`src/rtl/csi_pkg.sv`:
```
package csi_pkg;

  typedef struct packed {
    logic        func;
    logic [2:0]  particle_kind;
    logic [2:0]  process_kind;
    logic        current_kind;
    logic [9:0]  point_index;
    logic [23:0] energy;
    logic [23:0] section_value;
  } in_req_t;

  typedef struct packed {
    logic [63:0] rate_weight;
    logic [1:0]  range_status;
  } out_req_t;

  localparam logic       FUNC_WRITE = 1'b0;
  localparam logic       FUNC_QUERY = 1'b1;
  localparam logic [2:0] KIND_MAX   = 3'd5;

  localparam logic [1:0] ST_INTERP = 2'd0;
  localparam logic [1:0] ST_BELOW  = 2'd1;
  localparam logic [1:0] ST_ABOVE  = 2'd2;

  localparam logic        CFG_POINTS = 1'b0;
  localparam logic        CFG_SCALE  = 1'b1;
  localparam logic [10:0] POINTS_RESET = 11'd1024;
  localparam logic [31:0] SCALE_RESET  = 32'd2778766069;

  localparam logic [5:0] DIV_LAST = 6'd48;

  typedef enum logic [3:0] {
    OP_NONE,
    OP_ACCEPT,
    OP_FIRST,
    OP_CHECK,
    OP_SCAN,
    OP_MUL0,
    OP_MUL1,
    OP_DIV,
    OP_SE,
    OP_SC0,
    OP_SC1,
    OP_SUM
  } dp_op_t;

  typedef struct packed {
    dp_op_t op;
  } dp_cmd_t;

  typedef struct packed {
    logic is_query;
    logic bad;
    logic out_range;
    logic hit;
    logic dzero;
    logic scan_end;
    logic div_done;
    logic out_free;
  } dp_stat_t;

endpackage

```
`src/rtl/csi_ctrl.sv`:
```
module csi_ctrl
  import csi_pkg::*;
(
  input  logic     clk,
  input  logic     rst_n,
  input  logic     in_valid,
  output logic     in_stall,
  input  dp_stat_t stat,
  output dp_cmd_t  cmd
);

  typedef enum logic [10:0] {
    S_IDLE  = 11'b00000000001,
    S_FIRST = 11'b00000000010,
    S_CHECK = 11'b00000000100,
    S_SCAN  = 11'b00000001000,
    S_MUL0  = 11'b00000010000,
    S_MUL1  = 11'b00000100000,
    S_DIV   = 11'b00001000000,
    S_SE    = 11'b00010000000,
    S_SC0   = 11'b00100000000,
    S_SC1   = 11'b01000000000,
    S_SUM   = 11'b10000000000
  } state_t;

  state_t state_r, state_nxt;

  always_ff @(posedge clk) begin
    if (!rst_n) begin
      state_r <= S_IDLE;
    end else begin
      state_r <= state_nxt;
    end
  end

  assign in_stall = (state_r != S_IDLE);

  always_comb begin
    state_nxt = state_r;
    cmd.op    = OP_NONE;
    unique case (state_r)
      S_IDLE: begin
        if (in_valid) begin
          cmd.op = OP_ACCEPT;
          if (stat.is_query) begin
            state_nxt = stat.bad ? S_SE : S_FIRST;
          end
        end
      end
      S_FIRST: begin
        cmd.op    = OP_FIRST;
        state_nxt = S_CHECK;
      end
      S_CHECK: begin
        cmd.op    = OP_CHECK;
        state_nxt = stat.out_range ? S_SE : S_SCAN;
      end
      S_SCAN: begin
        cmd.op = OP_SCAN;
        if (stat.hit) begin
          state_nxt = stat.dzero ? S_SE : S_MUL0;
        end else if (stat.scan_end) begin
          state_nxt = S_SE;
        end
      end
      S_MUL0: begin
        cmd.op    = OP_MUL0;
        state_nxt = S_MUL1;
      end
      S_MUL1: begin
        cmd.op    = OP_MUL1;
        state_nxt = S_DIV;
      end
      S_DIV: begin
        cmd.op = OP_DIV;
        if (stat.div_done) begin
          state_nxt = S_SE;
        end
      end
      S_SE: begin
        cmd.op    = OP_SE;
        state_nxt = S_SC0;
      end
      S_SC0: begin
        cmd.op    = OP_SC0;
        state_nxt = S_SC1;
      end
      S_SC1: begin
        cmd.op    = OP_SC1;
        state_nxt = S_SUM;
      end
      S_SUM: begin
        if (stat.out_free) begin
          cmd.op    = OP_SUM;
          state_nxt = S_IDLE;
        end
      end
      default: begin
        state_nxt = S_IDLE;
      end
    endcase
  end

endmodule

```
`config.mk`:
```
export PLATFORM = sky130hd
export DESIGN_NAME = csi_ctrl
export DESIGN_NICKNAME = d
export VERILOG_FILES = /design/src/rtl/csi_pkg.sv /design/src/rtl/csi_ctrl.sv
export SDC_FILE = /design/constraint.sdc
export NUM_CORES = 1
export LEC_CHECK = 0
export BUFFER_PORTS_ARGS = -buffer_cell sky130_fd_sc_hd__buf_2
export CORE_UTILIZATION = 40
export CTS_BUF_LIST = sky130_fd_sc_hd__clkbuf_2
export DETAILED_ROUTE_END_ITERATION = 10
export HOLD_SLACK_MARGIN = 0.15
export PLACE_DENSITY = 0.67
export SYNTH_ARGS = -nofsm -noshare
export SYNTH_HDL_FRONTEND = slang
export SYNTH_SLANG_ARGS = --single-unit
export TNS_END_PERCENT = 10
```
`constraint.sdc`:
```
create_clock -name clk -period 3.8 [get_ports clk]
set_input_delay 0.38 -clock clk [delete_from_list [all_inputs] [get_ports clk]]
set_output_delay 0.38 -clock clk [all_outputs]
set_load 0.03 [all_outputs]
```
; ---- Word level (Yosys, flattened, before mapping)
; Cells that the tools add are included.
[word_totals]
register_bits = 11
inputBits = 11
wordCells = 32
[op_classes]
n_eq_ne = 17
muxes = 13
reduce_logical = 1
[op_table]
columns = operator, n
row1 = 11-bit case mux with 11 select lines, 1
row2 = 11-bit 2-to-1 mux, 6
row3 = 4-bit case mux with 11 select lines, 1
row4 = 8-bit 2-to-1 mux, 3
row5 = 11-bit by 1-bit equality test with 1-bit output (second input constant), 1
row6 = 11-bit by 10-bit equality test with 1-bit output (second input constant), 1
row7 = 11-bit equality test (second input constant), 1
row8 = 11-bit by 2-bit equality test with 1-bit output (second input constant), 1
row9 = 11-bit by 3-bit equality test with 1-bit output (second input constant), 1
row10 = 11-bit by 4-bit equality test with 1-bit output (second input constant), 1
row11 = 11-bit by 5-bit equality test with 1-bit output (second input constant), 1
row12 = 11-bit by 6-bit equality test with 1-bit output (second input constant), 1
row13 = 11-bit by 7-bit equality test with 1-bit output (second input constant), 1
row14 = 11-bit by 8-bit equality test with 1-bit output (second input constant), 1
row15 = 11-bit by 9-bit equality test with 1-bit output (second input constant), 1
row16 = 11-bit by 1-bit != test with 1-bit output (second input constant), 1
row17 = 2-bit != test (second input constant), 4
row18 = 5-bit AND reduction, 1
row19 = 4-bit 2-to-1 mux, 1
row20 = 3-bit != test (second input constant), 1
row21 = 1-bit 2-to-1 mux, 1

; ---- Logic depth before layout (Yosys ltp)
[logic_depth]
depth_word = 4
depth_mapped = 7
depth_no_buf = 6

; ---- Least setup slack after synthesis
; Ideal clock, no wire load.
[synth_path]
path_type = reg2out
start = register state_r[3]
end = output cmd[1] (netlist bit)
t_arrival_ns = 2.286
required_ns = 3.420
setup_slack_ns = 1.134
stages_incl_launch_ff = 5
path_cell_list = dfxtp_1 -> buf_6 -> or4_4 -> or2_4 -> o41ai_1
[synth_lines]
columns = element, line
row1 = from (decl), csi_ctrl.sv:26  ; state_t state_r, state_nxt;
row2 = from (signal assigned), csi_ctrl.sv:32  ; state_r <= state_nxt;
row3 = to (decl), csi_ctrl.sv:9  ; output dp_cmd_t cmd

==> reports/results.txt <==
Worst-path cell chain - or4_4 > or3_4 > nor3_2 > o21bai_1 > buf_2
Total clock sinks - 11
Largest family of logic cells by synthesized area - simple AND/OR/NAND/NOR gates
Pwr Density - 327 nW/um^2
Layout fillers - 216
Gr ovfl total - 0
Yosys cell types - 46
Most common cell in the netlist - dfxtp_1
Post-DR vias/cell - 5.99
Fin. max-slew vios - 0
Maximum clock frequency - 384 MHz
Total Neg Setup Slack - 0 ps
First DRT Iteration DRCs - 15
Post-Synth XOR/XNOR Area - 5.05%
Post_cts resized - 0
Area share of the largest cell type after synthesis - 25.4%
Post-synth top flop - dfxtp_1
Die footprint - 2360 um^2
Top Registers - state_r (11)
Critical Path Start Type - flop
Drc violations - 0
N_diodes - 0
Yosys reg bits - 11
Port-buffer cells - 15
Data arrival, critical path - 2230 ps
CTS Buf Count - 3
Global-route wire length before repair - 3420 um
Die width - 48.6 um
Power Total - 309 uW
RSZ-0062 raised after global routing - false
Synthesized cell area - 867 um^2
Root buffer cell - clkbuf_2
Total setup buffers inserted after CTS - 0
Mean Syn Cell Area - 8.42 um^2
Post-synthesis simple-gate area fraction - 40.1%
Largest stage delay, worst path - 600 ps
Status - completed
Top reg by flops - state_r
All-Layer GR Usage - 18.7%
Vias after detailed routing - 838
Synthesized instance count - 103
Largest cells by area after synthesis - dfxtp_1, buf_2, nand2b_1
Initial antenna violation count - 0
Synth Area in Adders - 0%
Seq/Total Area, Yosys - 25.4%
Critical Path RT - 3420 ps
Area of the multi-input gates - 581 um^2
CTS Buffer Depth - 2
Total of max-cap violations - 0
Hold Path Class - input pin to flop
Max IR drop VDD - 0.230 mV
Setup-failing EPs final - 0
Worst slew margin - 66.6%
Worst Tran Pin Value - 501 ps
Clk_lat worst skew - 260 ps
Fin. Hold Viols - 0
Seq. cell area - 220 um^2
Final Cycle Share - 68.6%
Die Y-Extent - 48.6 um
Worst-path clk slew - 110 ps
Post-synth top area cell - dfxtp_1
Compound-Gate Fraction of Synth Area - 19.3%
CTS tree - done
Hold WS - 279 ps
# IOs - 16
Detailed Place HPWL - 1550 um
Cts hold-fix bufs - 0
Asr flop ratio synth - 0%
Post-route ant nets - 0
CP delay by family, top - simple AND/OR/NAND/NOR gates
CP max stage cell - or4_4
Avg WL per Cell - 14.3 um
Clk_skew - 2.77 ps
TritonRoute pass-1 iters - 4
Crit Path Class - flop to output pin
Pin count of the biggest net entering global routing - 11
H-tree depth - 1
YS warnings - 0
Top cells by count, synth - dfxtp_1, buf_2, nand2b_1, nor2_1
Layout cells sized above 1 - 28.3%
Leak - 0.367 nW
Number of synthesized flops with an enable pin - 0
Vias in the first global route - 760
Layout net count - 125
Buf/Inv on CP - 1
Starting density of the core - 43.3%
Nature of the critical path endpoint - output pin
Core region area - 2000 um^2
Final min period - 2610 ps
CP Max Fanout - 8
Gpl congestion - 0.879
Post-Syn Nets - 114
Mux cell area share after synthesis - 2.45%
Row count - 16
Area growth from synthesis to layout - 8.95%
Max FFs per register - 11
DRT Wirelength - 2000 um
-- cells by family after synthesis --
family / count (synthesis)
AND/OR/NAND/NOR: 52
AO/OA/AOI/OAI: 20
buffers and inverters: 13
multiplexers: 2
flip-flops: 11
XOR/XNOR: 5
-- through the flow --
| stage | util [%] | instance area (um^2) | cells | setup slack [ps] |
|---|---|---|---|---|
| 3_3_place_gp | 46.2 | 925 | 136 | 1570 |
| 3_5_place_dp | 46.2 | 925 | 136 | 1520 |
| 4_1_cts | 47.2 | 945 | 140 | 1210 |
| 5_1_grt | 47.2 | 945 | 140 | 1100 |
| 6_report | 47.2 | 945 | 140 | 1190 |
| 2_1_floorplan | - | 867 | 103 | 1130 |
-- power by group --
part	switching (mW)	total (mW)	internal [mW]	leakage (nW)
Clock	0.0418	0.0697	0.0279	0.0166
Sequential	0.00877	0.128	0.119	0.0890
Combinational	0.0645	0.111	0.0468	0.262
-- worst reg2reg max path: stages (launching register included) --
cell	delay [ps]
dfxtp_1	570
nor3_2	140
and2_1	200
a32oi_1	400
o211ai_4	210
nor4b_1	260
-- placed cells by master, fill, tap and decap left out, types with 2 or more instances in the layout --
cell type  instances
nand2_1            5
buf_2             15
clkbuf_2           4
dfxtp_1           11
a21oi_1            4
nor4b_1            3
nor2_2             2
xnor2_1            4
or3_1              2
nor4_1             5
nor3_1             4
nand2b_1           6
nor2b_1            5
nor3_2             2
inv_1              3
o21ai_0            3
nor2_1             6
-- per-layer routing --
metal | routed length, um | GRT usage (%) | part of all wire (%) | vias up
met3 | 132 | 2.52 | 6.6 | 4
met4 | 52 | 8.33 | 2.6 | 0
li1 | - | - | - | 408
met1 | 868 | 25.3 | 43 | 397
met5 | 0 | 0 | 0 | -
met2 | 947 | 29.3 | 47 | 29
-- final cells by class --
class	instances	area share, %
Timing Repair Buffer	15	7.95
Sequential cell	11	23.3
Inverter	4	1.59
Tap cell	27	3.58
Multi-Input combinational cell	79	61.5
Clock buffer	4	2.12
-- path summary, 6_finish.rpt --
path	from	to	slack, ps	depth (start not counted)
worst max-delay path	state_r[2]	cmd[3]	1190	5
worst min-delay path	stat[6]	state_r[1]	280	2
worst max register to register	state_r[8]	state_r[8]	1920	5
worst min register to register	state_r[1]	state_r[2]	530	2
Power figures use the tool's default switching activity.
